===== src/sv/mrp_pkg.sv =====
`default_nettype none

package mrp_pkg;

  // frame limits
  localparam int unsigned PAYLOAD_MAX = 128;
  localparam int unsigned FRAME_MAX   = 256;

  // widths of the frame bookkeeping
  localparam int unsigned LEN_W = 9;

  // crc-16, reflected form
  localparam logic [15:0] CRC_INIT = 16'hFFFF;
  localparam logic [15:0] CRC_POLY = 16'hA001;

  // supported function codes
  localparam logic [7:0] FUNC_READ_HOLDING  = 8'h03;
  localparam logic [7:0] FUNC_WRITE_MULTIPLE = 8'h10;

  // slave id after reset
  localparam logic [7:0] SLAVE_ADDRESS_RESET = 8'h02;

  typedef enum logic [2:0] {
    PH_WAIT_ID = 3'd0,
    PH_FUNC    = 3'd1,
    PH_ADDR    = 3'd2,
    PH_QTY     = 3'd3,
    PH_COUNT   = 3'd4,
    PH_DATA    = 3'd5,
    PH_CRC     = 3'd6
  } phase_e;

endpackage

`default_nettype wire


===== src/sv/mrp_if.sv =====
`default_nettype none

// received byte channel
interface mrp_in_if;
  logic       valid;
  logic       ready;
  logic [7:0] rx_byte;

  modport source (output valid, output rx_byte, input ready);
  modport sink   (input valid, input rx_byte, output ready);
endinterface

// per-byte parse result channel
interface mrp_out_if;
  logic        valid;
  logic        ready;
  logic        payload_valid;
  logic [6:0]  payload_index;
  logic [7:0]  payload_data;
  logic        frame_done;
  logic        crc_match;
  logic [7:0]  function_code;
  logic [15:0] register_start;
  logic [15:0] register_quantity;
  logic [7:0]  data_byte_count;
  logic [15:0] good_frames;
  logic [15:0] bad_frames;

  modport source (
    output valid, output payload_valid, output payload_index, output payload_data,
    output frame_done, output crc_match, output function_code, output register_start,
    output register_quantity, output data_byte_count, output good_frames,
    output bad_frames, input ready
  );
  modport sink (
    input valid, input payload_valid, input payload_index, input payload_data,
    input frame_done, input crc_match, input function_code, input register_start,
    input register_quantity, input data_byte_count, input good_frames,
    input bad_frames, output ready
  );
endinterface

`default_nettype wire


===== src/sv/modbus_rtu_request_parser.sv =====
// result word: registered; a byte accepted at one clock edge shows its result word after that edge
// throughput: one byte per cycle; the byte-wide crc step and the phase logic sit between
//   the parser state registers and the result register; input ready is high while the
//   result register is empty or being read, so a result stall holds the input
// reset (rst_ni low, asynchronous): parser waits for a slave id, crc 0xFFFF,
//   frame fields and frame counters zero, slave id 2, result register empty
`default_nettype none

module modbus_rtu_request_parser
  import mrp_pkg::*;
(
  input  wire logic       clk_i,
  input  wire logic       rst_ni,
  input  wire logic       slave_address_we_i,
  input  wire logic [7:0] slave_address_i,
  mrp_in_if.sink          rx_i,
  mrp_out_if.source       res_o
);

  // configuration
  logic [7:0] slave_address_q;

  // parser state
  phase_e           phase_q, phase_d;
  logic             second_q, second_d;
  logic [15:0]      crc_q, crc_d;
  logic [7:0]       func_q, func_d;
  logic [15:0]      start_q, start_d;
  logic [15:0]      qty_q, qty_d;
  logic [7:0]       cnt_q, cnt_d;
  logic [7:0]       pay_cnt_q, pay_cnt_d;
  logic [LEN_W-1:0] len_q, len_d;
  logic [15:0]      rcrc_q, rcrc_d;
  logic [15:0]      good_q, good_d;
  logic [15:0]      bad_q, bad_d;

  // values after this byte, before any end-of-frame clear
  phase_e           phase_upd;
  logic             second_upd;
  logic [7:0]       func_upd;
  logic [15:0]      start_upd;
  logic [15:0]      qty_upd;
  logic [7:0]       cnt_upd;
  logic [7:0]       pay_cnt_upd;
  logic [15:0]      rcrc_upd;
  logic [15:0]      crc_upd;
  logic [LEN_W-1:0] len_upd;
  logic             take;
  logic             pv;
  logic             done;
  logic             match;
  logic             drop;
  logic             clear;

  // result register
  logic        out_valid_q, out_valid_d;
  logic        pv_q;
  logic [6:0]  pidx_q;
  logic [7:0]  pdata_q;
  logic        done_q;
  logic        match_q;
  logic [7:0]  o_func_q;
  logic [15:0] o_start_q;
  logic [15:0] o_qty_q;
  logic [7:0]  o_cnt_q;

  logic        accept;
  logic [7:0]  b;
  logic [15:0] crc_step;
  logic [16:0] read_bytes;

  assign b        = rx_i.rx_byte;
  // a new byte goes in whenever the result register is free or being emptied
  assign rx_i.ready = !out_valid_q || res_o.ready;
  assign accept   = rx_i.valid && rx_i.ready;

  mrp_crc_step u_crc (
    .crc_i  (crc_q),
    .data_i (b),
    .crc_o  (crc_step)
  );

  // 0x03 byte count is twice the quantity, taken as the low quantity byte arrives
  assign read_bytes = {qty_q[15:8], b, 1'b0};

  // per-phase decode of the incoming byte
  always_comb begin
    phase_upd   = phase_q;
    second_upd  = second_q;
    func_upd    = func_q;
    start_upd   = start_q;
    qty_upd     = qty_q;
    cnt_upd     = cnt_q;
    pay_cnt_upd = pay_cnt_q;
    rcrc_upd    = rcrc_q;
    take        = 1'b0;
    pv          = 1'b0;
    done        = 1'b0;
    drop        = 1'b0;

    unique case (phase_q)
      PH_WAIT_ID: begin
        if (b == slave_address_q) begin
          take      = 1'b1;
          phase_upd = PH_FUNC;
        end
      end
      PH_FUNC: begin
        if (b == FUNC_WRITE_MULTIPLE || b == FUNC_READ_HOLDING) begin
          take      = 1'b1;
          func_upd  = b;
          phase_upd = PH_ADDR;
        end else begin
          drop = 1'b1;
        end
      end
      PH_ADDR: begin
        take = 1'b1;
        if (!second_q) begin
          start_upd  = {b, 8'h00};
          second_upd = 1'b1;
        end else begin
          start_upd  = {start_q[15:8], b};
          second_upd = 1'b0;
          phase_upd  = PH_QTY;
        end
      end
      PH_QTY: begin
        take = 1'b1;
        if (!second_q) begin
          qty_upd    = {b, 8'h00};
          second_upd = 1'b1;
        end else begin
          qty_upd    = {qty_q[15:8], b};
          second_upd = 1'b0;
          // register read: no payload follows
          if (func_q == FUNC_READ_HOLDING) begin
            phase_upd = PH_CRC;
          end else begin
            phase_upd = PH_COUNT;
          end
        end
      end
      PH_COUNT: begin
        take = 1'b1;
        if (b > 8'(PAYLOAD_MAX)) begin
          cnt_upd = 8'(PAYLOAD_MAX);
        end else begin
          cnt_upd = b;
        end
        // an empty write goes straight to the crc bytes
        phase_upd = (cnt_upd == 8'd0) ? PH_CRC : PH_DATA;
      end
      PH_DATA: begin
        if (pay_cnt_q < cnt_q) begin
          take        = 1'b1;
          pv          = 1'b1;
          pay_cnt_upd = pay_cnt_q + 8'd1;
        end
        if (pay_cnt_upd >= cnt_q) begin
          phase_upd = PH_CRC;
        end
      end
      PH_CRC: begin
        // crc arrives low byte first
        if (!second_q) begin
          rcrc_upd   = {8'h00, b};
          second_upd = 1'b1;
        end else begin
          rcrc_upd   = {b, rcrc_q[7:0]};
          second_upd = 1'b0;
          done       = 1'b1;
        end
      end
      default: begin
        drop = 1'b1;
      end
    endcase

    // read byte count saturates at the payload limit
    if (phase_q == PH_QTY && second_q && func_q == FUNC_READ_HOLDING) begin
      if (read_bytes > 17'(PAYLOAD_MAX)) begin
        cnt_upd = 8'(PAYLOAD_MAX);
      end else begin
        cnt_upd = read_bytes[7:0];
      end
    end
  end

  // crc and length only move on bytes that the crc covers
  assign crc_upd = take ? crc_step : crc_q;
  assign len_upd = take ? len_q + LEN_W'(1) : len_q;
  assign match   = done && (rcrc_upd == crc_upd);
  // oversize frames are dropped silently; wrong function or end of frame also clears
  assign clear   = drop || done || (len_upd > LEN_W'(FRAME_MAX));

  // next state of the parser
  always_comb begin
    phase_d   = phase_q;
    second_d  = second_q;
    crc_d     = crc_q;
    func_d    = func_q;
    start_d   = start_q;
    qty_d     = qty_q;
    cnt_d     = cnt_q;
    pay_cnt_d = pay_cnt_q;
    len_d     = len_q;
    rcrc_d    = rcrc_q;
    good_d    = good_q;
    bad_d     = bad_q;
    if (accept) begin
      if (clear) begin
        phase_d   = PH_WAIT_ID;
        second_d  = 1'b0;
        crc_d     = CRC_INIT;
        func_d    = '0;
        start_d   = '0;
        qty_d     = '0;
        cnt_d     = '0;
        pay_cnt_d = '0;
        len_d     = '0;
        rcrc_d    = '0;
      end else begin
        phase_d   = phase_upd;
        second_d  = second_upd;
        crc_d     = crc_upd;
        func_d    = func_upd;
        start_d   = start_upd;
        qty_d     = qty_upd;
        cnt_d     = cnt_upd;
        pay_cnt_d = pay_cnt_upd;
        len_d     = len_upd;
        rcrc_d    = rcrc_upd;
      end
      if (done && match) begin
        good_d = good_q + 16'd1;
      end
      if (done && !match) begin
        bad_d = bad_q + 16'd1;
      end
    end
  end

  // result register handshake
  always_comb begin
    out_valid_d = out_valid_q;
    if (accept) begin
      out_valid_d = 1'b1;
    end else if (res_o.ready) begin
      out_valid_d = 1'b0;
    end
  end

  always_ff @(posedge clk_i or negedge rst_ni) begin
    if (!rst_ni) begin
      slave_address_q <= SLAVE_ADDRESS_RESET;
      phase_q         <= PH_WAIT_ID;
      second_q        <= 1'b0;
      crc_q           <= CRC_INIT;
      func_q          <= '0;
      start_q         <= '0;
      qty_q           <= '0;
      cnt_q           <= '0;
      pay_cnt_q       <= '0;
      len_q           <= '0;
      rcrc_q          <= '0;
      good_q          <= '0;
      bad_q           <= '0;
      out_valid_q     <= 1'b0;
    end else begin
      if (slave_address_we_i) begin
        slave_address_q <= slave_address_i;
      end
      phase_q     <= phase_d;
      second_q    <= second_d;
      crc_q       <= crc_d;
      func_q      <= func_d;
      start_q     <= start_d;
      qty_q       <= qty_d;
      cnt_q       <= cnt_d;
      pay_cnt_q   <= pay_cnt_d;
      len_q       <= len_d;
      rcrc_q      <= rcrc_d;
      good_q      <= good_d;
      bad_q       <= bad_d;
      out_valid_q <= out_valid_d;
    end
  end

  // result word payload, loaded on every accepted byte
  always_ff @(posedge clk_i) begin
    if (accept) begin
      pv_q      <= pv;
      pidx_q    <= pv ? pay_cnt_q[6:0] : 7'd0;
      pdata_q   <= pv ? b : 8'd0;
      done_q    <= done;
      match_q   <= match;
      // frame fields as parsed so far, shown before the end-of-frame clear
      o_func_q  <= func_upd;
      o_start_q <= start_upd;
      o_qty_q   <= qty_upd;
      o_cnt_q   <= cnt_upd;
    end
  end

  assign res_o.valid             = out_valid_q;
  assign res_o.payload_valid     = pv_q;
  assign res_o.payload_index     = pidx_q;
  assign res_o.payload_data      = pdata_q;
  assign res_o.frame_done        = done_q;
  assign res_o.crc_match         = match_q;
  assign res_o.function_code     = o_func_q;
  assign res_o.register_start    = o_start_q;
  assign res_o.register_quantity = o_qty_q;
  assign res_o.data_byte_count   = o_cnt_q;
  // counters registered already; they only move on accepted bytes
  assign res_o.good_frames       = good_q;
  assign res_o.bad_frames        = bad_q;

endmodule

`default_nettype wire


===== src/sv/mrp_crc_step.sv =====
`default_nettype none

// one byte through the reflected crc-16, eight bit steps unrolled
module mrp_crc_step
  import mrp_pkg::*;
(
  input  wire logic [15:0] crc_i,
  input  wire logic [7:0]  data_i,
  output logic      [15:0] crc_o
);

  always_comb begin
    logic [15:0] c;
    c = crc_i ^ {8'h00, data_i};
    for (int k = 0; k < 8; k++) begin
      if (c[0]) begin
        c = (c >> 1) ^ CRC_POLY;
      end else begin
        c = c >> 1;
      end
    end
    crc_o = c;
  end

endmodule

`default_nettype wire


===== src/flat_wrapper.sv =====
// flat-port wrapper written by rule: the top's interface ports become plain ports
module modbus_rtu_request_parser_flat import mrp_pkg::*;
  (clk_i, rst_ni, slave_address_we_i, slave_address_i, rx_i_valid, rx_i_rx_byte, rx_i_ready, res_o_valid, res_o_payload_valid, res_o_payload_index, res_o_payload_data, res_o_frame_done, res_o_crc_match, res_o_function_code, res_o_register_start, res_o_register_quantity, res_o_data_byte_count, res_o_good_frames, res_o_bad_frames, res_o_ready);
  mrp_in_if rx_i_i ();
  mrp_out_if res_o_i ();
  input  wire logic clk_i;
  input  wire logic rst_ni;
  input  wire logic slave_address_we_i;
  input  wire logic [7:0] slave_address_i;
  input wire logic [$bits(rx_i_i.valid)-1:0] rx_i_valid;
  input wire logic [$bits(rx_i_i.rx_byte)-1:0] rx_i_rx_byte;
  output wire logic [$bits(rx_i_i.ready)-1:0] rx_i_ready;
  output wire logic [$bits(res_o_i.valid)-1:0] res_o_valid;
  output wire logic [$bits(res_o_i.payload_valid)-1:0] res_o_payload_valid;
  output wire logic [$bits(res_o_i.payload_index)-1:0] res_o_payload_index;
  output wire logic [$bits(res_o_i.payload_data)-1:0] res_o_payload_data;
  output wire logic [$bits(res_o_i.frame_done)-1:0] res_o_frame_done;
  output wire logic [$bits(res_o_i.crc_match)-1:0] res_o_crc_match;
  output wire logic [$bits(res_o_i.function_code)-1:0] res_o_function_code;
  output wire logic [$bits(res_o_i.register_start)-1:0] res_o_register_start;
  output wire logic [$bits(res_o_i.register_quantity)-1:0] res_o_register_quantity;
  output wire logic [$bits(res_o_i.data_byte_count)-1:0] res_o_data_byte_count;
  output wire logic [$bits(res_o_i.good_frames)-1:0] res_o_good_frames;
  output wire logic [$bits(res_o_i.bad_frames)-1:0] res_o_bad_frames;
  input wire logic [$bits(res_o_i.ready)-1:0] res_o_ready;
  assign rx_i_i.valid = rx_i_valid;
  assign rx_i_i.rx_byte = rx_i_rx_byte;
  assign rx_i_ready = rx_i_i.ready;
  assign res_o_valid = res_o_i.valid;
  assign res_o_payload_valid = res_o_i.payload_valid;
  assign res_o_payload_index = res_o_i.payload_index;
  assign res_o_payload_data = res_o_i.payload_data;
  assign res_o_frame_done = res_o_i.frame_done;
  assign res_o_crc_match = res_o_i.crc_match;
  assign res_o_function_code = res_o_i.function_code;
  assign res_o_register_start = res_o_i.register_start;
  assign res_o_register_quantity = res_o_i.register_quantity;
  assign res_o_data_byte_count = res_o_i.data_byte_count;
  assign res_o_good_frames = res_o_i.good_frames;
  assign res_o_bad_frames = res_o_i.bad_frames;
  assign res_o_i.ready = res_o_ready;
  modbus_rtu_request_parser u_core (.clk_i(clk_i), .rst_ni(rst_ni), .slave_address_we_i(slave_address_we_i), .slave_address_i(slave_address_i), .rx_i(rx_i_i), .res_o(res_o_i));
endmodule

===== config.mk =====
export PLATFORM = sky130hd
export DESIGN_NAME = modbus_rtu_request_parser_flat
export DESIGN_NICKNAME = d
export VERILOG_FILES = /design/src/sv/mrp_pkg.sv /design/src/sv/mrp_if.sv /design/src/sv/modbus_rtu_request_parser.sv /design/src/sv/mrp_crc_step.sv /design/src/flat_wrapper.sv
export SDC_FILE = /design/constraint.sdc
export NUM_CORES = 1
export LEC_CHECK = 0
export BUFFER_PORTS_ARGS = -buffer_cell sky130_fd_sc_hd__buf_2
export CAP_MARGIN = 10
export CORE_ASPECT_RATIO = 0.6
export CORE_MARGIN = 2
export CORE_UTILIZATION = 54
export CTS_CLUSTER_DIAMETER = 120
export CTS_CLUSTER_SIZE = 30
export DETAILED_ROUTE_END_ITERATION = 8
export HOLD_SLACK_MARGIN = 0.05
export PLACE_DENSITY = 0.77
export SYNTH_ARGS = -nofsm -noshare
export SYNTH_HDL_FRONTEND = slang
export SYNTH_HIERARCHICAL = 1
export SYNTH_SLANG_ARGS = --single-unit

===== constraint.sdc =====
create_clock -name clk_i -period 3.5 [get_ports clk_i]
set_clock_uncertainty 0.05 [all_clocks]
set_input_delay 0.875 -clock clk_i [delete_from_list [all_inputs] [get_ports clk_i]]
set_output_delay 0.875 -clock clk_i [all_outputs]
set_load 0.005 [all_outputs]

Yosys cells after proc, flatten, opt, wreduce, memory -nomap -nowiden:

Cells that the tools add are included.

* $add $sub $neg: 4
* $lt $le $gt $ge: 5
* equal/unequal tests: 16
* mux-type cells: 57
* bitwise logic cells: 9
* reductions and logical operators: 26

Operator list (count)
* $mux W16: 19
* $mux W8: 13
* $add A16 B1 Y16 const B: 2
* $not A2 Y3: 8
* $mux W3: 6
* $mux W9: 2
* $pmux W3 S6: 1
* $gt A17 B8 Y1 const B: 1
* $eq A16 B16 Y1: 1
* $eq A8 B2 Y1 const B: 2
* $xor A16 B8 Y16: 1
* $ne A3 B1 Y1 const B: 5
* $mux W1: 12
* $add A9 B1 Y9 const B: 1
* $eq A3 B3 Y1 const B: 3
* $gt A9 B9 Y1 const B: 1
* $add A8 B1 Y8 const B: 1
* $eq A8 B5 Y1 const B: 1
* $eq A8 B8 Y1: 1
* $ge A8 B8 Y1: 1
* $gt A8 B8 Y1 const B: 1
* $logic_not A8 Y1: 1
* $lt A8 B8 Y1: 1
* $reduce_and A2 Y1: 4
* other kinds (14): 28

* register bits after elaboration: 208
* bits of input ports: 21
* output and inout port bits: 100
* word-level logic and storage cells: 140

Logic depth before layout (Yosys ltp):

Gate-level depths: netlist of run 1.

* depth after elaboration: 23
* mapped depth: 18
* gate-level depth less buffers: 16

Cells and area by module:

The synthesis of run 1 kept the hierarchy.

Modules (own cells, without submodules)
* modbus_rtu_request_parser: times used 1, cells each 999, area each 10906.7 um2, seq. area each 5556.6 um2
* mrp_crc_step: times used 1, cells each 29, area each 284.0 um2, seq. area each 0.0 um2

Worst setup path before layout of run 1:

OpenSTA, ideal clock, no wires.

* path type: in2reg
* start point: input res_o_ready
* end point: register u_core.match_q (netlist: u_core/res_o.crc_match) (enable)
* setup time: 0.456 ns
* arrival time: 3.782 ns
* data required time: 2.994 ns
* setup slack: -0.788 ns
* stages: 6
* buffers on the path: 3
* path through: nand2b_1 -> nand2_1 -> inv_1 -> clkbuf_1 -> buf_1 -> clkbuf_1

* cells in the longest elaborated chain, start to end: 2

RTL lines
* start, declared: line flat_wrapper.sv:25 `input wire logic [$bits(res_o_i.ready)-1:0] res_o_ready;`
* $logic_or A1 B1 Y1: line modbus_rtu_request_parser.sv:74 `assign rx_i.ready = !out_valid_q || res_o.ready;`
* $logic_and A1 B1 Y1: line modbus_rtu_request_parser.sv:75 `assign accept = rx_i.valid && rx_i.ready;`
* named net u_core.accept: line modbus_rtu_request_parser.sv:67 `logic accept;`
* end signal, assigned: line modbus_rtu_request_parser.sv:297 `match_q <= match;`
* end, declared: line modbus_rtu_request_parser.sv:61 `logic match_q;`

The timed path passes the listed nets, and every way through them passes these cells.
A chain may end at the register's enable or synchronous reset.

Worst setup path in the final report of run 1:

* start point: register u_core.pay_cnt_q[2]
* end point: register u_core.phase_q[1]

* cells in the longest elaborated chain, start to end: 8
* elaborated cells between the ends (all ways): 18
* classes of those cells: add/sub (1); order compare (3); eq/ne (5); mux (6); reduce/logical (3)

RTL lines
* start, declared: line modbus_rtu_request_parser.sv:31 `logic [7:0] pay_cnt_q, pay_cnt_d;`
* start signal, assigned: line modbus_rtu_request_parser.sv:281 `pay_cnt_q <= pay_cnt_d;`
* $lt A8 B8 Y1: line modbus_rtu_request_parser.sv:155 `if (pay_cnt_q < cnt_q) begin`
* $mux W1: line modbus_rtu_request_parser.sv:155
* $pmux W1 S4: line modbus_rtu_request_parser.sv:101 `unique case (phase_q)`
* $mux W9: line modbus_rtu_request_parser.sv:192 `assign len_upd = take ? len_q + LEN_W'(1) : len_q;`
* $gt A9 B9 Y1: line modbus_rtu_request_parser.sv:195 `assign clear = drop || done || (len_upd > LEN_W'(FRAME_MAX));`
* $logic_or A1 B1 Y1: line modbus_rtu_request_parser.sv:195
* $reduce_bool A7 Y1 (no line) or $ne A3 B1 Y1 (tied branches)
* $reduce_and A7 Y1 (no line)
* end signal, assigned: line modbus_rtu_request_parser.sv:274 `phase_q <= phase_d;`
* end, declared: line modbus_rtu_request_parser.sv:24 `phase_e phase_q, phase_d;`

Several ways; a longest one is shown, not always the timed one. The select of a mux whose other input is x is not followed.

==> Implementation_results.wiki, run 1 <==
{| class="wikitable"
! Metric !! Value
|-
| Status || finished with violations
|-
| Failing checks || negative setup slack
|-
| Die area || between 20000 and 25000 um2
|-
| Level count of the clock H-tree || 1
|-
| Die Ht || 115.5 um
|-
| Share of final-layout standard cells stronger than drive strength 1 || 0.3773
|-
| Biggest area consumer among synthesized cells || sky130_fd_sc_hd__dfrtp_1
|-
| Total clock buffers created by CTS || 10
|-
| Post-synthesis cell area || 11190 um2
|-
| Global router's overall resource usage || 0.2860
|-
| Clock Latency Late Sink || 0.48 ns
|-
| Critical path type || reg2reg
|-
| Unrepaired setup endpoints after global routing || true
|-
| Start of the worst register-to-register path || u_core/pay_cnt_q[2]
|-
| Data arrival time of the worst path || 3.96 ns
|-
| Number of enable flip-flop cells after synthesis || 66
|-
| Total of hold buffers inserted after clock tree synthesis || 0
|-
| Synthesis warning total || 6
|-
| 1st-pass router iterations || 8
|-
| Achievable Freq || 0.2753 GHz
|-
| Critical Path Fanout Max || 6
|-
| Number of buffer cells added on primary ports || 120
|-
| Signed area change from the synthesized netlist to the final layout || 27.97%
|-
| Worst slew margin relative to its limit || 0.4040
|-
| Number of fillers in the final layout || about 1400
|-
| Post-layout minimum cycle time || between 3 and 4 ns
|-
| Met3 global-route usage || 0.05572
|-
| Ant diodes || 0
|-
| Detail-routed via count per cell || roughly 6
|-
| Layer carrying the most global-route usage || met1
|-
| Clock root buffer || sky130_fd_sc_hd__clkbuf_16
|-
| Most used flip-flop cell after synthesis || sky130_fd_sc_hd__dfrtp_1
|-
| Final Instance Count excl. Fillers || 1553
|-
| Setup slack of the most critical reg-to-reg path || -0.13 ns
|-
| Placeable core region || just over 20000 um2
|-
| Count of vias placed by the detailed router || between 9000 and 10000
|-
| Post-Synthesis Net Count || 1068
|-
| Number of instances in the placed design || 1505
|-
| Met1 track demand over resource || 0.4382
|-
| Sequential share of the synthesized area || 0.4965
|-
| Vias in the first global route || 8875
|-
| Setup crit start kind || flip-flop
|-
| Initial standard-cell utilization of the core || 0.5548
|-
| Power per unit of standard cell area || 774.3 nW/um2
|-
| Initial DRC count || between 800 and 900
|-
| Count of nets left with antenna violations after detail routing || 0
|-
| Total power of the final layout || around 11 mW
|-
| Routability-driven placement congestion ratio || 0.9663
|-
| Main area contributors after synthesis || sky130_fd_sc_hd__dfrtp_1 (28%), sky130_fd_sc_hd__edfxtp_1 (18%), sky130_fd_sc_hd__dfstp_2 (4.0%)
|-
| Leakage power summed over all cells || between 6 and 7 nW
|-
| Clock Pin Slew Worst Setup and Hold Paths || 0.12 ns
|-
| Final-report hold violation count || 0
|-
| Fin. max-slew vios || 0
|-
| Initial antenna violation count || 0
|-
| Post-route clock period utilization || 1.038
|-
| CTS tree || yes
|-
| Number of cell instances on the worst register-to-register path || 13
|-
| Maximum number of buffers from clock root to sink || 3
|-
| Proportion of netlist area held by the largest area contributor || 0.2795
|-
| Worst EP required || between 3 and 4 ns
|-
| Flop and latch count out of synthesis || approximately 210
|-
| Hold WS || 0.3461 ns
|-
| Number of distinct library cells after synthesis || 76
|-
| Met2 track utilization from global routing || 0.4251
|-
| Detail Placement HPWL || 22.59 mm
|-
| DRC || 0
|-
| # Max-Cap Violations || 0
|-
| Final-report setup violation count || 36
|-
| Wire length per cell after detailed routing || between 20 and 25 um
|-
| Synthesized instance count || 1028
|-
| Final nets || 1316
|-
| Wire length of the first global-routing pass || 49.11 mm
|-
| Async SR Flop Fraction || 0.6827
|-
| Endpoint kind of the worst setup timing path || flip-flop
|-
| FP Rows || 40
|-
| Wirelength, routed || between 30 and 40 mm
|-
| Slew @ Worst Pin || 0.8907 ns
|-
| FF-to-FF End || u_core/phase_q[1]
|-
| Die width || 189.8 um
|-
| VDD IR-drop max || around 0.00048 V
|-
| Final setup margin || -0.1318 ns
|-
| Kind of path behind the tightest hold check || in2async
|-
| Number of sinks driven by the clock tree || 208
|-
| I/O Pins || 121
|-
| Largest net degree at the start of global routing || 72
|-
| Total congestion overflow || 0
|-
| Post-Syn Area per Cell || 10.89 um2
|}
## placed cells by master, fill, tap and decap left out, drive strengths merged, types with 5 or more instances in the layout
master / instances
a21oi: 24
buf: 307
mux2i: 11
o2111ai: 5
and2: 21
o21ai: 42
o32a: 17
a211oi: 6
nor3b: 7
nor2: 50
nand3: 25
edfxtp: 66
and3: 29
nor4: 22
a22oi: 5
a31oi: 5
xnor2: 49
a32o: 6
inv: 34
nand2: 118
clkbuf: 16
nor3: 19
o31ai: 12
a2111oi: 5
a22o: 13
o2bb2ai: 33
xor2: 33
mux2: 39
nand4: 8
dfstp: 17
ha: 19
a31o: 7
o211ai: 15
nand2b: 7
o22ai: 13
dfrtp: 125
a21o: 5
a211o: 5
## routing by layer
layer | routed length (um) | vias up
li1 | - | 4267
met1 | 14930 | 4703
met2 | 14440 | 411
met3 | 2714 | 58
met4 | 597 | 0
met5 | 0 | -
## per-stage QoR
stage / TNS (ns) / worst slack [ns] / area (um2) / util
global route: -8.760 / -0.2323 / 14320 / 0.7101
CTS: -0.0003797 / -0.0003797 / 13710 / 0.6799
floorplan: -0.2487 / -0.01653 / 11360 / -
global placement: -41.00 / -0.5621 / 13160 / 0.6524
detailed placement: -54.08 / -0.6725 / 13160 / 0.6524
finish: -1.347 / -0.1318 / 14320 / 0.7101
## critical path, cell delays in order (launching register included)
cell,delay [ns]
sky130_fd_sc_hd__dfrtp_1,0.45
sky130_fd_sc_hd__ha_4,0.27
sky130_fd_sc_hd__a211o_1,0.32
sky130_fd_sc_hd__a31oi_4,0.19
sky130_fd_sc_hd__o311a_4,0.25
sky130_fd_sc_hd__buf_4,0.13
sky130_fd_sc_hd__and3_4,0.21
sky130_fd_sc_hd__nand4_1,0.15
sky130_fd_sc_hd__xnor2_1,0.22
sky130_fd_sc_hd__ha_1,0.23
sky130_fd_sc_hd__nor3_1,0.45
sky130_fd_sc_hd__a31o_4,0.25
sky130_fd_sc_hd__nor3_1,0.07
sky130_fd_sc_hd__o221a_2,0.28
## synth_stat cells, drive strengths merged, types with 5 or more instances
cell,count
nor4,22
dfstp,17
a31o,7
o32a,17
a211oi,6
dfrtp,125
buf,36
mux2,39
a211o,5
nor3b,7
o211ai,15
nor3,19
o2bb2ai,33
a21oi,24
nor2,50
nand4,8
inv,34
and2,21
a22o,13
ha,19
edfxtp,66
o21ai,42
mux2i,11
a21o,5
o31ai,12
xor2,33
o22ai,13
a31oi,5
and3,29
o2111ai,5
a2111oi,5
clkbuf,35
nand3,25
nand2,118
xnor2,49
a22oi,5
nand2b,7
a32o,6
## logic make-up (layout without fill, tap and decap cells)
kind of cell / after synthesis / after routing / synth area share
adder cells (fa/ha/maj): 19 / 19 / 0.02124
AND/OR/NAND/NOR: 325 / 325 / 0.1525
flip-flops: 208 / 208 / 0.4965
multiplexers: 50 / 50 / 0.04942
buffers and inverters: 105 / 357 / 0.04584
XOR/XNOR: 83 / 83 / 0.06820
AO/OA/AOI/OAI: 238 / 238 / 0.1663
## power by group
part | switching [mW] | internal, mW
sequential | 0.379 | 3.09
combinational | 3.26 | 3.02
clock | 0.744 | 0.608
total | 4.38 | 6.71
## registers in the layout (all words and copies together) (netlist names), 9 cells and up
signal                          flops
u_core/res_o.register_start        16
u_core/start_q                     16
u_core/rcrc_q                      16
u_core/res_o.bad_frames            16
u_core/len_q                        9
u_core/qty_q                       16
u_core/res_o.good_frames           16
u_core/crc_q                       16
u_core/res_o.register_quantity     16
## timing repair
| item | 4_1_cts | 5_1_grt |
|---|---|---|
| resized for setup | 23 | 87 |
| pin swaps | 15 | 50 |
| setup endpoints to repair | 120 | 118 |
| buffers inserted | 14 | 19 |
| cloned | 1 | 1 |
## worst max path at each step
stage                        start                           end  slack, ns  cells after the start
2_1_floorplan      rx_i_rx_byte[2]               u_core/cnt_q[7]      -0.02                     14
5_1_grt        u_core/pay_cnt_q[2]             u_core/phase_q[1]      -0.23                     13
3_3_place_gp       rx_i_rx_byte[6]  u_core/res_o.good_frames[15]      -0.56                     15
4_1_cts            u_core/cnt_q[2]              u_core/rcrc_q[2]    -0.0004                     15
6_report       u_core/pay_cnt_q[2]             u_core/phase_q[1]      -0.13                     13
3_5_place_dp       rx_i_rx_byte[2]              u_core/rcrc_q[7]      -0.67                     12
## layout make-up
class                      count  area (um2)  share of cell area
clock buffer                  16       304.0             0.02123
inverter                      34       130.1            0.009086
multi-input combinational    715        5777              0.4034
sequential                   208        5558              0.3881
tap                          273       341.6             0.02385
timing repair buffer         307        2211              0.1544
No activity file was read; power rests on OpenSTA's default activity.
==> inputs of run 2 (changes only) <==
- CELL_PAD_IN_SITES_DETAIL_PLACEMENT: unset -> 0
- CELL_PAD_IN_SITES_GLOBAL_PLACEMENT: unset -> 1
- CORE_UTILIZATION: 54 -> 43
- CTS_CLUSTER_DIAMETER: 120 -> 80
- PLACE_DENSITY: 0.77 -> unset
- PLACE_DENSITY_LB_ADDON: unset -> 0.1
==> run 2 against run 1 <==
- sequential share of layout area shrank 0.45 points
- via count is 3.0% lower
- die area up 25%
- worst hold slack worse by 0.0016 ns
- register-to-register slack gained 0.10 ns
- final cell count grew 5.6%
- highest routed layer unchanged
- largest power group unchanged
- sequential cell count stayed put
- count of clock-buffer cells in the layout decreased by 3
- non-clock buffer count rose by 7
- critical path depth is 2 higher
- first-iteration DRC count shrank 15%
- the flow still finishes with violations (negative setup slack)
- core utilization decreased by 14 points
==> Implementation_results.wiki, run 2 (synthesis gave the netlist of run 1 again) <==
{| class="wikitable"
! Metric !! Value
|-
| Worst EP required || 3.83 ns
|-
| Flop pwr share || 0.306
|-
| Commonest cells after routing, fill and taps aside || sky130_fd_sc_hd__buf_4 (170), sky130_fd_sc_hd__dfrtp_1 (125), sky130_fd_sc_hd__buf_2 (119), sky130_fd_sc_hd__nand2_1 (115), sky130_fd_sc_hd__edfxtp_1 (66)
|-
| Proportion of power drawn by combinational gates || 0.567
|-
| Start point of the critical path || u_core/pay_cnt_q[2]
|-
| Maximum number of buffers from clock root to sink || 3
|-
| Final setup margin || -0.03194 ns
|-
| Internal power || 6.835 mW
|-
| Area used by multi-input combinational logic || 5764 um2
|-
| Wirelength, routed || approximately 33 mm
|-
| Count of vias placed by the detailed router || around 9200
|-
| Critical path type || reg2reg
|-
| Failing checks || negative setup slack
|-
| Post-Place Setup Slack || -0.8167 ns
|-
| CTS tree || yes
|-
| I/O Pins || 121
|-
| Number of cell instances on the worst register-to-register path || 15
|-
| Start of the worst register-to-register path || u_core/pay_cnt_q[2]
|-
| Clock Pin Slew Worst Setup and Hold Paths || around 0.12 ns
|-
| Status || finished with violations
|-
| Share of final-layout standard cells stronger than drive strength 1 || 0.3828
|-
| Initial standard-cell utilization of the core || 0.4397
|-
| Detail-routed via count per cell || 5.584
|-
| Final nets || 1324
|-
| Power per unit of standard cell area || slightly below 800 nW/um2
|-
| Count of nets left with antenna violations after detail routing || 0
|-
| Area taken by flip-flops and latches || between 5000 and 6000 um2
|-
| Kind of path behind the tightest hold check || in2async
|-
| Vias in the first global route || roughly 8500
|-
| FP Rows || 45
|-
| Die area || 27370 um2
|-
| Leakage power summed over all cells || around 6.5 nW
|-
| FF-to-FF End || u_core/phase_q[1]
|-
| Slew @ Worst Pin || 0.9419 ns
|-
| Most common library cell in the layout ignoring fill and taps || sky130_fd_sc_hd__buf_4
|-
| Total clock buffers created by CTS || 11
|-
| Level count of the clock H-tree || 1
|-
| Net switching component of the power || 4.411 mW
|-
| Fin. max-slew vios || 0
|-
| Clock Latency Late Sink || roughly 0.48 ns
|-
| Detail Placement HPWL || 23.31 mm
|-
| Data arrival time of the worst path || 3.86 ns
|-
| Total congestion overflow || 0
|-
| 1st-pass router iterations || 7
|-
| Wire length per cell after detailed routing || roughly 20 um
|-
| Net switching fraction of the power || 0.3922
|-
| Ant diodes || 0
|-
| Clock root buffer || sky130_fd_sc_hd__clkbuf_16
|-
| Clock group share of total power || 0.127
|-
| Unrepaired setup endpoints after global routing || true
|-
| DRC || 0
|-
| Initial antenna violation count || 0
|-
| Initial DRC count || 753
|-
| VDD IR-drop max || 0.0004898 V
|-
| Global router's overall resource usage || 0.2365
|-
| Post-route clock period utilization || 1.009
|-
| Routability-driven placement congestion ratio || 0.9318
|-
| Placeable core region || 25450 um2
|-
| Final-report setup violation count || 2
|-
| Setup crit start kind || flip-flop
|-
| Total power of the final layout || roughly 11 mW
|-
| Number of fillers in the final layout || 2223
|-
| Critical Path Fanout Max || 4
|-
| Number of sinks driven by the clock tree || about 210
|-
| Achievable Freq || ~0.28 GHz
|-
| Largest net degree at the start of global routing || 69
|-
| Die width || 212.3 um
|-
| Die Ht || 129.0 um
|-
| Wire length of the first global-routing pass || 50.30 mm
|-
| Final-report hold violation count || 0
|-
| # Max-Cap Violations || 0
|-
| Worst slew margin relative to its limit || 0.3705
|-
| Post-layout minimum cycle time || 3.532 ns
|-
| Total of hold buffers inserted after clock tree synthesis || 0
|-
| Endpoint kind of the worst setup timing path || flip-flop
|-
| Setup slack of the most critical reg-to-reg path || -0.03 ns
|-
| Signed area change from the synthesized netlist to the final layout || 29.45%
|-
| Number of buffer cells added on primary ports || 120
|}
==> run 2: cell types whose count changed in the layout (fill, tap and decap cells not counted), sizes merged <==
cell	change
clkinv	+2
inv	+2
clkbuf	-2
buf	+6
==> run 2: through the flow <==
step	setup TNS, ns	hold slack, ns	util	cell area (um2)	cells
global placement	-103.57	0.4081	0.5248	13360	1597
floorplan	-0.2487	0.3960	-	11360	1028
finish	-0.04570	0.3445	0.5692	14490	1640
CTS	-0.006234	0.3649	0.5444	13850	1621
global route	-5.224	0.3738	0.5692	14490	1640
detailed placement	-88.45	0.4085	0.5248	13360	1597
==> run 2: how the worst max path moves through the flow <==
stage               depth (start not counted)                     endpoint  slack (ns)
floorplan                                  14              u_core/cnt_q[7]       -0.02
global placement                           15   u_core/res_o.bad_frames[1]       -0.96
detailed placement                         15  u_core/res_o.good_frames[6]       -0.82
CTS                                        14          u_core/pay_cnt_q[4]      -0.006
global route                               15            u_core/phase_q[1]       -0.15
finish                                     15            u_core/phase_q[1]       -0.03
==> run 2: worst max-delay path, cell delays in order (launching register included) <==
cell and delay [ns]:
sky130_fd_sc_hd__dfrtp_1 0.45, sky130_fd_sc_hd__ha_4 0.28, sky130_fd_sc_hd__a211o_1 0.29, sky130_fd_sc_hd__a31oi_4 0.17, sky130_fd_sc_hd__o311a_4 0.23, sky130_fd_sc_hd__buf_6 0.11
sky130_fd_sc_hd__and3_4 0.21, sky130_fd_sc_hd__nand2_4 0.06, sky130_fd_sc_hd__xnor2_2 0.15, sky130_fd_sc_hd__ha_1 0.30, sky130_fd_sc_hd__a21oi_2 0.07, sky130_fd_sc_hd__nor2b_1 0.16
sky130_fd_sc_hd__o21ai_2 0.11, sky130_fd_sc_hd__a31o_4 0.26, sky130_fd_sc_hd__or4_1 0.39, sky130_fd_sc_hd__o221a_2 0.13
==> run 2: repair_timing <==
item,CTS,global route
resized for setup,21,76
endpoints found under the setup margin,131,126
gates cloned,0,1
setup buffers,7,18
pin swaps,8,59
==> run 2: per-layer routing <==
| metal | share of wire | global-route usage |
|---|---|---|
| met5 | 0 | 0 |
| met4 | 0.013 | 0.03414 |
| met3 | 0.059 | 0.03051 |
| met2 | 0.40 | 0.3134 |
| met1 | 0.53 | 0.4053 |
==> run 2: power groups by stage <==
| stage | combinational [mW] | sequential [mW] | clock (mW) |
|---|---|---|---|
| after global routing | 6.86 | 3.50 | 1.56 |
| final | 6.37 | 3.44 | 1.43 |
| after global placement | 5.27 | 3.47 | 0 |
| after floorplan | 3.24 | 3.39 | 0 |
| after CTS | 5.59 | 3.43 | 1.48 |
| after detailed placement | 5.29 | 3.47 | 0 |
==> run 2: final cells by class <==
type                    count  share of cell area
clock buffers              13             0.01952
clock inverters             4            0.002591
inverters                  34            0.008983
multi-input cells         715              0.3979
flip-flops and latches    208              0.3836
well taps                 352             0.03040
repair buffers            314              0.1570
==> inputs of run 3 (changes only) <==
- ABC_AREA: unset -> 0
- BUFFER_PORTS_ARGS: -buffer_cell sky130_fd_sc_hd__buf_2 -> unset
- CAP_MARGIN: 10 -> unset
- CORE_UTILIZATION: 43 -> 46
- DONT_BUFFER_PORTS: unset -> 1
==> run 3 against run 2 <==
- clock power hardly changed
- routed wire length hardly changed
- register-to-register slack worse by 0.11 ns
- total power hardly changed
- final cell count is 11% lower
- sequential share of layout area is 2.0 points higher
- sequential cell count stayed put
- worst setup slack worse by 0.11 ns
- via count is 6.1% lower
- critical path type unchanged
- the flow still finishes with violations (negative setup slack)
- largest cell class unchanged
==> Implementation_results.wiki, run 3 (synthesis gave the netlist of run 1 again) <==
{| class="wikitable"
! Metric !! Value
|-
| Number of buffer cells added on primary ports || 0
|-
| Wire length per cell after detailed routing || 22.40 um
|-
| Initial DRC count || around 600
|-
| Proportion of power drawn by combinational gates || 0.562
|-
| Net switching component of the power || 4.436 mW
|-
| Initial standard-cell utilization of the core || 0.4652
|-
| Count of nets left with antenna violations after detail routing || 0
|-
| Routability-driven placement congestion ratio || 0.9334
|-
| Die area || 25630 um2
|-
| Achievable Freq || 0.2746 GHz
|-
| Count of vias placed by the detailed router || 8597
|-
| Post-route standard cell area excluding fillers || 13780 um2
|-
| 1st-pass router iterations || 5
|-
| Kind of path behind the tightest hold check || in2async
|-
| Vias in the first global route || 8141
|-
| Most common library cell in the layout ignoring fill and taps || sky130_fd_sc_hd__dfrtp_1
|-
| Signed area change from the synthesized netlist to the final layout || 23.13%
|-
| Clock Latency Late Sink || 0.48 ns
|-
| Final-report hold violation count || 0
|-
| Number of sinks driven by the clock tree || 208
|-
| Status || finished with violations
|-
| Final setup margin || -0.1418 ns
|-
| Total power of the final layout || approximately 11 mW
|-
| Die width || 205.4 um
|-
| Number of instances in the placed design || 1403
|-
| Wire length of the first global-routing pass || 49.15 mm
|-
| Maximum number of buffers from clock root to sink || 3
|-
| Final-layout setup total negative slack || -6.753 ns
|-
| Net switching fraction of the power || 0.3947
|-
| Data arrival time of the worst path || 4.00 ns
|-
| Global router's overall resource usage || 0.2452
|-
| Wirelength, routed || 32.68 mm
|-
| Level count of the clock H-tree || 1
|-
| Placeable core region || 24060 um2
|-
| Largest net degree at the start of global routing || 143
|-
| Slew @ Worst Pin || 0.7898 ns
|-
| Post-layout minimum cycle time || 3.642 ns
|-
| Unrepaired setup endpoints after global routing || true
|-
| Initial antenna violation count || 0
|-
| Worst EP required || a little under 4 ns
|-
| Total clock buffers created by CTS || 11
|-
| Clock Pin Slew Worst Setup and Hold Paths || 0.12 ns
|-
| Die Ht || 124.8 um
|-
| Placed Instance Area || 12340 um2
|-
| Failing checks || negative setup slack
|-
| DRC || 0
|-
| Final Instance Count excl. Fillers || 1459
|-
| Detail-routed via count per cell || 5.892
|-
| Total congestion overflow || 0
|-
| Final nets || 1173
|-
| Internal power || 6.803 mW
|-
| FP Rows || 44
|-
| Ant diodes || 0
|-
| Leakage power summed over all cells || 5.817 nW
|-
| Worst slew margin relative to its limit || 0.4651
|-
| Critical Path Fanout Max || 8
|-
| # Max-Cap Violations || 0
|-
| Clock root buffer || sky130_fd_sc_hd__clkbuf_16
|-
| Commonest cells after routing, fill and taps aside || sky130_fd_sc_hd__dfrtp_1 (125), sky130_fd_sc_hd__buf_4 (117), sky130_fd_sc_hd__nand2_1 (116), sky130_fd_sc_hd__edfxtp_1 (66), sky130_fd_sc_hd__nor2_1 (47)
|-
| Endpoint kind of the worst setup timing path || flip-flop
|-
| VDD IR-drop max || ~0.0004 V
|-
| Setup crit start kind || flip-flop
|-
| Critical path type || reg2reg
|-
| Core Util, Final || 0.5728
|-
| Final-report setup violation count || 94
|-
| Clock group share of total power || 0.127
|-
| I/O Pins || 121
|-
| CTS tree || yes
|-
| Fin. max-slew vios || 0
|-
| Number of fillers in the final layout || 2023
|-
| Share of final-layout standard cells stronger than drive strength 1 || 0.3052
|-
| Detail Placement HPWL || 22.01 mm
|-
| Power per unit of standard cell area || 815.7 nW/um2
|-
| Post-route clock period utilization || 1.041
|-
| Flop pwr share || 0.311
|}
[run 3: repair_timing]
action                     4_1_cts  5_1_grt
hold endpoints to repair       125      105
pin swaps                       11       59
setup endpoints to repair      120      129
buffers inserted                10       23
gates cloned                     1        8
gates resized for setup         22      109
[run 3: cell type report]
| class | count | area [um2] | area share |
|---|---|---|---|
| clock buffer | 12 | 279.0 | 0.02025 |
| multi-input combinational | 715 | 5736 | 0.4162 |
| timing repair buffer | 163 | 1625 | 0.1180 |
| tap | 322 | 402.9 | 0.02924 |
| inverter | 34 | 133.9 | 0.009716 |
| clock inverter | 5 | 46.29 | 0.003360 |
| sequential | 208 | 5557 | 0.4032 |
[run 3: layer usage]
layer | global-route usage | wire length, um | vias up
met5 | 0 | 0 | -
met1 | 0.4175 | 16840 | 4281
met4 | 0.03555 | 440 | 0
met2 | 0.3211 | 13160 | 290
li1 | - | - | 3995
met3 | 0.04239 | 2237 | 31
[run 3: per-stage QoR]
stage	hold slack (ns)	worst slack (ns)
6_report	0.1515	-0.1418
5_1_grt	0.1457	-0.2726
4_1_cts	0.01354	-0.01074
3_5_place_dp	0.4203	-0.3703
3_3_place_gp	0.4085	-0.3672
2_1_floorplan	0.3960	-0.01653
[run 3: power by group through the flow]
stage / combinational (mW) / clock [mW] / sequential [mW]
after floorplan: 3.24 / 0 / 3.39
after global placement: 4.89 / 0 / 3.52
after detailed placement: 4.87 / 0 / 3.52
after CTS: 5.19 / 1.48 / 3.48
after global routing: 6.77 / 1.56 / 3.55
final: 6.32 / 1.43 / 3.49
[run 3: final timing paths]
path / start / to / slack [ns] / cells after the start
max: u_core/pay_cnt_q[2] / u_core/crc_q[15] / -0.14 / 16
min: rst_ni / u_core/res_o.good_frames[7] / 0.15 / 1
max reg2reg: u_core/pay_cnt_q[2] / u_core/crc_q[15] / -0.14 / 16
min in group clk_i: u_core/start_q[6] / u_core/start_q[6] / 0.45 / 1
max in group asynchronous: rst_ni / u_core/qty_q[1] / 2.67 / 1
min reg2reg: u_core/start_q[6] / u_core/start_q[6] / 0.45 / 1
[run 3: worst max-delay path, cell delays in order (launching register included)]
cell and delay [ns]:
sky130_fd_sc_hd__dfrtp_1 0.46, sky130_fd_sc_hd__ha_4 0.31, sky130_fd_sc_hd__a211o_1 0.17, sky130_fd_sc_hd__a31oi_4 0.05, sky130_fd_sc_hd__o311a_1 0.39, sky130_fd_sc_hd__buf_4 0.15, sky130_fd_sc_hd__buf_6 0.12, sky130_fd_sc_hd__a22oi_4 0.30
sky130_fd_sc_hd__buf_6 0.18, sky130_fd_sc_hd__mux2i_4 0.07, sky130_fd_sc_hd__o41ai_4 0.09, sky130_fd_sc_hd__a31oi_4 0.15, sky130_fd_sc_hd__buf_12 0.16, sky130_fd_sc_hd__or2_4 0.30, sky130_fd_sc_hd__buf_12 0.14, sky130_fd_sc_hd__clkbuf_16 0.15
sky130_fd_sc_hd__o32a_1 0.33
